**config.mk**
```make
export PLATFORM = sky130hd
export DESIGN_NAME = ilw_div
export DESIGN_NICKNAME = d
export VERILOG_FILES = /design/src/hw/rtl/ilw_pkg.sv /design/src/hw/rtl/ilw_div.sv
export SDC_FILE = /design/constraint.sdc
export NUM_CORES = 2
export LEC_CHECK = 0
export BUFFER_PORTS_ARGS = -buffer_cell sky130_fd_sc_hd__buf_2
export CORE_ASPECT_RATIO = 2
export CORE_MARGIN = 2
export CORE_UTILIZATION = 65
export CTS_BUF_LIST = sky130_fd_sc_hd__clkbuf_4 sky130_fd_sc_hd__clkbuf_8 sky130_fd_sc_hd__clkbuf_16
export CTS_CLUSTER_SIZE = 12
export DETAILED_ROUTE_END_ITERATION = 7
export GPL_TIMING_DRIVEN = 0
export PLACE_DENSITY = 0.93
export SYNTH_ARGS = -nofsm -noshare
export SYNTH_HDL_FRONTEND = slang
export SYNTH_SLANG_ARGS = --single-unit
```
**constraint.sdc**
```tcl
create_clock -name clk -period 24.6 [get_ports clk]
set_input_delay 2.46 -clock clk [delete_from_list [all_inputs] [get_ports clk]]
set_output_delay 2.46 -clock clk [all_outputs]
set_load 0.02 [all_outputs]
```
**src/hw/rtl/ilw_pkg.sv**
```systemverilog
package ilw_pkg;

  localparam int TABLE_DEPTH_DEF = 64;
  localparam int FRAC_BITS_DEF   = 16;

  localparam int TIME_W    = 32;
  localparam int PERIOD_W  = 31;
  localparam int COUNT_W   = 7;
  localparam int IDX_W     = 6;
  localparam int WGT_W     = 17;
  localparam int CFG_IDX_W = 2;
  localparam int S_DATA_W  = 72;
  localparam int M_DATA_W  = 48;

  localparam logic [PERIOD_W-1:0] PERIOD_RST = PERIOD_W'(65536);
  localparam logic [COUNT_W-1:0]  COUNT_RST  = COUNT_W'(2);

  localparam logic KIND_WRITE = 1'b0;
  localparam logic KIND_QUERY = 1'b1;

  localparam logic [CFG_IDX_W-1:0] REG_MODE   = 2'd0;
  localparam logic [CFG_IDX_W-1:0] REG_COUNT  = 2'd1;
  localparam logic [CFG_IDX_W-1:0] REG_PERIOD = 2'd2;

  typedef enum logic [1:0] {
    ST_OK    = 2'd0,
    ST_BELOW = 2'd1,
    ST_ABOVE = 2'd2,
    ST_FLAT  = 2'd3
  } status_t;

  typedef struct packed {
    logic                     kind;
    logic [IDX_W-1:0]         idx;
    logic signed [TIME_W-1:0] value;
  } item_t;

  typedef struct packed {
    logic                periodic;
    logic [PERIOD_W-1:0] period;
  } mod_cfg_t;

endpackage

```
**src/hw/rtl/ilw_div.sv**
```systemverilog
module ilw_div #(
  parameter int FRAC_BITS = ilw_pkg::FRAC_BITS_DEF,
  parameter int AW        = 6
) (
  input  logic                       clk,
  input  logic                       rst,
  input  logic                       in_valid,
  output logic                       in_ready,
  input  ilw_pkg::status_t           in_status,
  input  logic [AW-1:0]              in_ilo,
  input  logic [AW-1:0]              in_ihi,
  input  logic [ilw_pkg::TIME_W-1:0] in_num,
  input  logic [ilw_pkg::TIME_W-1:0] in_den,
  input  logic                       in_wz,
  output logic                       out_valid,
  input  logic                       out_ready,
  output ilw_pkg::status_t           out_status,
  output logic [AW-1:0]              out_ilo,
  output logic [AW-1:0]              out_ihi,
  output logic [FRAC_BITS:0]         out_wl,
  output logic [FRAC_BITS:0]         out_wh
);

  localparam int TW = ilw_pkg::TIME_W;
  localparam int MW = 2 + 2 * AW + 1;
  localparam int NQ = FRAC_BITS + 1;
  localparam int S  = NQ + 2;
  localparam logic [FRAC_BITS:0] ONE = {1'b1, {FRAC_BITS{1'b0}}};

  logic             v    [S];
  logic             rdy  [S+1];
  logic [MW-1:0]    meta [S];
  logic [TW-1:0]    rem  [S-1];
  logic [TW-1:0]    den  [S-1];
  logic [FRAC_BITS:0] q  [S-1];
  logic [FRAC_BITS:0] wl_f, wh_f;

  genvar k;
  generate
    for (k = 0; k < S; k++) begin : g_rdy
      assign rdy[k] = !v[k] || rdy[k+1];
    end
  endgenerate

  assign rdy[S]     = out_ready;
  assign in_ready   = rdy[0];
  assign out_valid  = v[S-1];
  assign out_status = ilw_pkg::status_t'(meta[S-1][MW-1 -: 2]);
  assign out_ilo    = meta[S-1][2*AW:AW+1];
  assign out_ihi    = meta[S-1][AW:1];
  assign out_wl     = wl_f;
  assign out_wh     = wh_f;

  always_ff @(posedge clk) begin
    if (rst) begin
      v[0] <= 1'b0;
    end else if (rdy[0]) begin
      v[0] <= in_valid;
    end
  end

  always_ff @(posedge clk) begin
    if (rdy[0] && in_valid) begin
      meta[0] <= {in_status, in_ilo, in_ihi, in_wz};
      rem[0]  <= in_num;
      den[0]  <= in_den;
      q[0]    <= '0;
    end
  end

  // one quotient bit per stage, integer bit first
  generate
    for (k = 1; k <= NQ; k++) begin : g_bit
      logic [TW:0] cand;
      logic [TW:0] diff;
      logic        ge;

      if (k == 1) begin : g_first
        assign cand = {1'b0, rem[k-1]};
      end else begin : g_next
        assign cand = {rem[k-1], 1'b0};
      end
      assign diff = cand - {1'b0, den[k-1]};
      assign ge   = cand >= {1'b0, den[k-1]};

      always_ff @(posedge clk) begin
        if (rst) begin
          v[k] <= 1'b0;
        end else if (rdy[k]) begin
          v[k] <= v[k-1];
        end
      end

      always_ff @(posedge clk) begin
        if (rdy[k] && v[k-1]) begin
          meta[k] <= meta[k-1];
          den[k]  <= den[k-1];
          rem[k]  <= ge ? diff[TW-1:0] : cand[TW-1:0];
          q[k]    <= {q[k-1][FRAC_BITS-1:0], ge};
        end
      end
    end
  endgenerate

  always_ff @(posedge clk) begin
    if (rst) begin
      v[S-1] <= 1'b0;
    end else if (rdy[S-1]) begin
      v[S-1] <= v[S-2];
    end
  end

  always_ff @(posedge clk) begin
    if (rdy[S-1] && v[S-2]) begin
      meta[S-1] <= meta[NQ];
      wl_f      <= q[NQ];
      wh_f      <= meta[NQ][0] ? '0 : ONE - q[NQ];
    end
  end

endmodule

```
==> impl_summary.txt <==
----------------------------------------------------
[Run status]
  Outcome ... complete, no violations

[Timing]
  RSZ-0062 raised after global routing ... false
  Pin slew with the least headroom to its limit ... between 1 and 1.5 ns
  Final setup TNS ... 0 ns
  Pins Over Slew Limit ... 0
  Worst-case headroom to the max-slew limit ... between 20% and 30%
  Time the final worst path needs with I/O delays and setup ... a little under 8 ns
  F_max ... about 130 MHz
  Hold Vio Cnt, Final ... 0
  Skew final ... around 0.052 ns
  Final period utilization ... between 30% and 40%
  Setup slack of the critical path after layout ... 16.68 ns
  # setup viols final ... 0

[Placement]
  Half-perimeter wire length of the detailed placement result ... roughly 140 mm
  Setup slack after placement ... about 17 ns
  Number of buffers inserted by port buffering ... 132
  Gp weighted congestion ... about 0.95

[Routing]
  Number of nets with antenna violations after routing ... 0
  Drt first-iter violations ... ~7200
  Iteration count of the initial detailed-routing pass ... 8
  Mean routed wirelength per cell ... approximately 24 um
  Post-detailed-route via-to-cell ratio ... 6.55
  Routed via count ... approximately 57000
  Drt total wl ... a little over 200 mm
  Drt drc ... 0

[Pwr]
  Relative contribution of sequential cells to total power ... a little under three fifths
  Cell Int Power ... roughly 4.2 mW
  Net switching share of the total power ... 22.2%
  Clock share of power ... 40.7%
  Leakage ... roughly 34 nW
  Maximum resistive drop on vdd ... 0.0891 mV
  Comb power frac ... under 10%
  Final total power ... 5.36 mW
  Cell area power density ... ~60 mW/mm^2
  Net switching power ... roughly 1.2 mW

[Yosys]
  Xor and xnor fraction of the mapped netlist area ... around 4.4%
  Post-synthesis area per instance ... 12.1 sq um
  Count of flip-flops with a built-in enable after synthesis ... roughly 1600
  Main combinational cell family by area after synthesis ... compound AO/OA/AOI/OAI gates
  Number of standard cells after synthesis ... roughly 6700
  Synth warnings ... 0
  Fraction of synthesized cell area taken by the top area cell type ... between 50% and 60%
  Netlist area before placement ... approximately 0.08 sq mm
  Fraction of the yosys area taken by sequential cells ... just under 60%
  Area fraction in compound gates after synthesis ... 12.5%
  Post-synth top area cell ... sky130_fd_sc_hd__edfxtp_1
  Synth Area in Adders ... under 10%
  Most area-consuming cells after synthesis ... sky130_fd_sc_hd__edfxtp_1, sky130_fd_sc_hd__ha_1, sky130_fd_sc_hd__inv_1
  Most instantiated flip-flop cell in the synthesis netlist ... sky130_fd_sc_hd__edfxtp_1
  Number of flip-flops and latches in the synthesized netlist ... roughly 1600
  Simple-gate share of the synthesized area ... under 10%
  Post-Syn Nets ... between 7000 and 8000
  Mux contribution to synthesized area ... a little under 3%
  Share of synthesized flip-flops with an asynchronous set or reset ... 0%
  Count of different cell masters after synthesis ... approximately 80

[Global route]
  First-pass GRT wire length ... ~320 mm
  Initial antenna violation count ... 3
  Via count of the first global-routing pass ... ~56000
  Global-route total usage across every layer ... 32.4%
  Maximum number of pins on one net before global-route repair ... 80
  Total global routing overflow ... 0

[Floorplan]
  Floorplan core area ... around 0.12 sq mm
  # rows ... ~180
  Number of top-level pins ... about 130
  Starting density of the core ... about two thirds
  X dimension of the die ... between 200 and 300 um
  DIE HEIGHT ... between 500 and 600 um
  Die Outline Area ... between 0.1 and 0.15 sq mm

[Clock network]
  Number of resized instances in the post-cts repair step ... 0
  Hold buffer count at CTS ... 0
  Clock edge transition at the registers on the reported setup and hold paths ... about 0.06 ns
  Post-CTS Setup Repair Bufs ... 0
  Root buffer selected by CTS ... sky130_fd_sc_hd__clkbuf_16
  Clock Latency Late Sink ... 0.81 ns
  Clock tree from TritonCTS ... yes
  Depth of the CTS H-tree ... 4
  Number of clock sinks ... 1578
  Number of buffers created by CTS ... around 150
  Bufs on Longest Clock Path ... 3

[Setup path]
  CP Capture Type ... output pin
  Crit path max-delay cell type ... sky130_fd_sc_hd__nor3_1
  Crit path arrival time ... around 5.5 ns
  Largest stage delay on the critical path ... just over 0.6 ns
  Setup Crit Path Kind ... in -> out
  Worst EP required ... between 20 and 25 ns
  CP Launch Type ... input port
  Max FO, Critical Path ... 6
  Critical-path cell list ... buf_2, and4b_1, and3_1, nand3_1, nor3_1, nand3_1, nor2_1, and4_1, nand2_1, buf_2

[Cells and area]
  Commonest cells after routing, fill and taps aside ... sky130_fd_sc_hd__edfxtp_1, sky130_fd_sc_hd__inv_1, sky130_fd_sc_hd__ha_1, sky130_fd_sc_hd__nand2_1, sky130_fd_sc_hd__a21oi_1
  Number of nets in the layout ... between 7000 and 8000
  Layout-stage area growth over the synthesis result ... 9.93%
  Fraction of final layout cells with drive strength greater than 1 ... roughly 9.0%
  Most frequent standard cell in the layout excluding fill and tap cells ... sky130_fd_sc_hd__edfxtp_1

[Min path]
  Worst hold path type ... reg -> reg

[Job]
  Number of max-capacitance violations reported ... 0

----------------------------------------------------
kinds of logic (layout without fill, tap and decap cells):
group,count (synthesis),count (layout)
compound gates,1611,1611
other cells,0,5
simple gates,1531,1531
mux,211,211
xor+xnor,407,407
buf+inv,782,1141
flops,1578,1578
fa+ha+maj,560,560
stage by stage:
stage               hold slack (ns)  std cells  util (%)  cell area, sq um
floorplan                     0.400       6680         -             80900
global placement              0.401       8477      67.5             83700
detailed placement            0.405       8514      68.3             84600
CTS                           0.402       8704      71.8             88900
global route                  0.414       8705      71.8             88900
finish                        0.404       8709      71.8             89000
layout make-up:
| cell class | count | area (sq um) |
|---|---|---|
| Antenna cell | 5 | 12.5 |
| Buffer | 110 | 447 |
| Clock buffer | 166 | 3910 |
| Clock inverter | 24 | 404 |
| Fill cell | 7565 | 34900 |
| Inverter | 672 | 2520 |
| Multi-Input combinational cell | 4320 | 30700 |
| Sequential cell | 1578 | 47400 |
| Tap cell | 1665 | 2080 |
| Timing Repair Buffer | 169 | 1500 |
registers in the layout, summed over array words and instances, names as in the netlist:
register  flops
den         544
out_wl       17
v            19
q           153
rem         544
out_wh       17
meta        284
Yosys cell counts (all sizes together) (31+ instances only):
library cell	n
nand3	103
a211oi	56
mux2	202
a21oi	453
ha	544
inv	672
o21bai	41
xnor2	237
nor2b	98
nor2	334
edfxtp	1578
nand4	59
o21a	79
a31oi	42
o21ai	450
a21o	199
nand2b	90
nor3	110
clkbuf	89
o211ai	31
xor2	170
and3	49
nand2	482
and2	50
o31ai	41
critical path, delay by kind of cell:
kind / cells / cell delay, ns
buffers and inverters: 2 / 0.28
AND/OR/NAND/NOR: 8 / 2.73
metal layers:
| layer | GRT usage, % | wire, um | vias to the layer above |
|---|---|---|---|
| met4 | 15.4 | 11000 | 4 |
| met5 | 0 | 22 | - |
| li1 | - | - | 25184 |
| met3 | 5.52 | 19800 | 840 |
| met1 | 42.0 | 77100 | 27249 |
| met2 | 53.2 | 98400 | 3730 |
final timing paths:
check	slack, ns	to	depth (start not counted)	startpoint
setup / recovery	16.68	in_ready	10	out_ready
hold reg to reg	0.40	q[6][4]	0	q[5][3]
hold / removal	0.40	q[6][4]	0	q[5][3]
setup reg to reg	19.52	rem[14][30]	13	rem[13][1]
power by group through the flow:
| stage | sequential [mW] | combinational (mW) | clock [mW] |
|---|---|---|---|
| 4_1_cts | 2.97 | 0.201 | 2.18 |
| 3_3_place_gp | 3.03 | 0.175 | 0 |
| 3_5_place_dp | 3.03 | 0.190 | 0 |
| 5_1_grt | 2.97 | 0.223 | 2.27 |
| 6_report | 2.97 | 0.209 | 2.18 |
| 2_1_floorplan | 3.02 | 0.134 | 0 |
(Power assumes the default switching activity.)
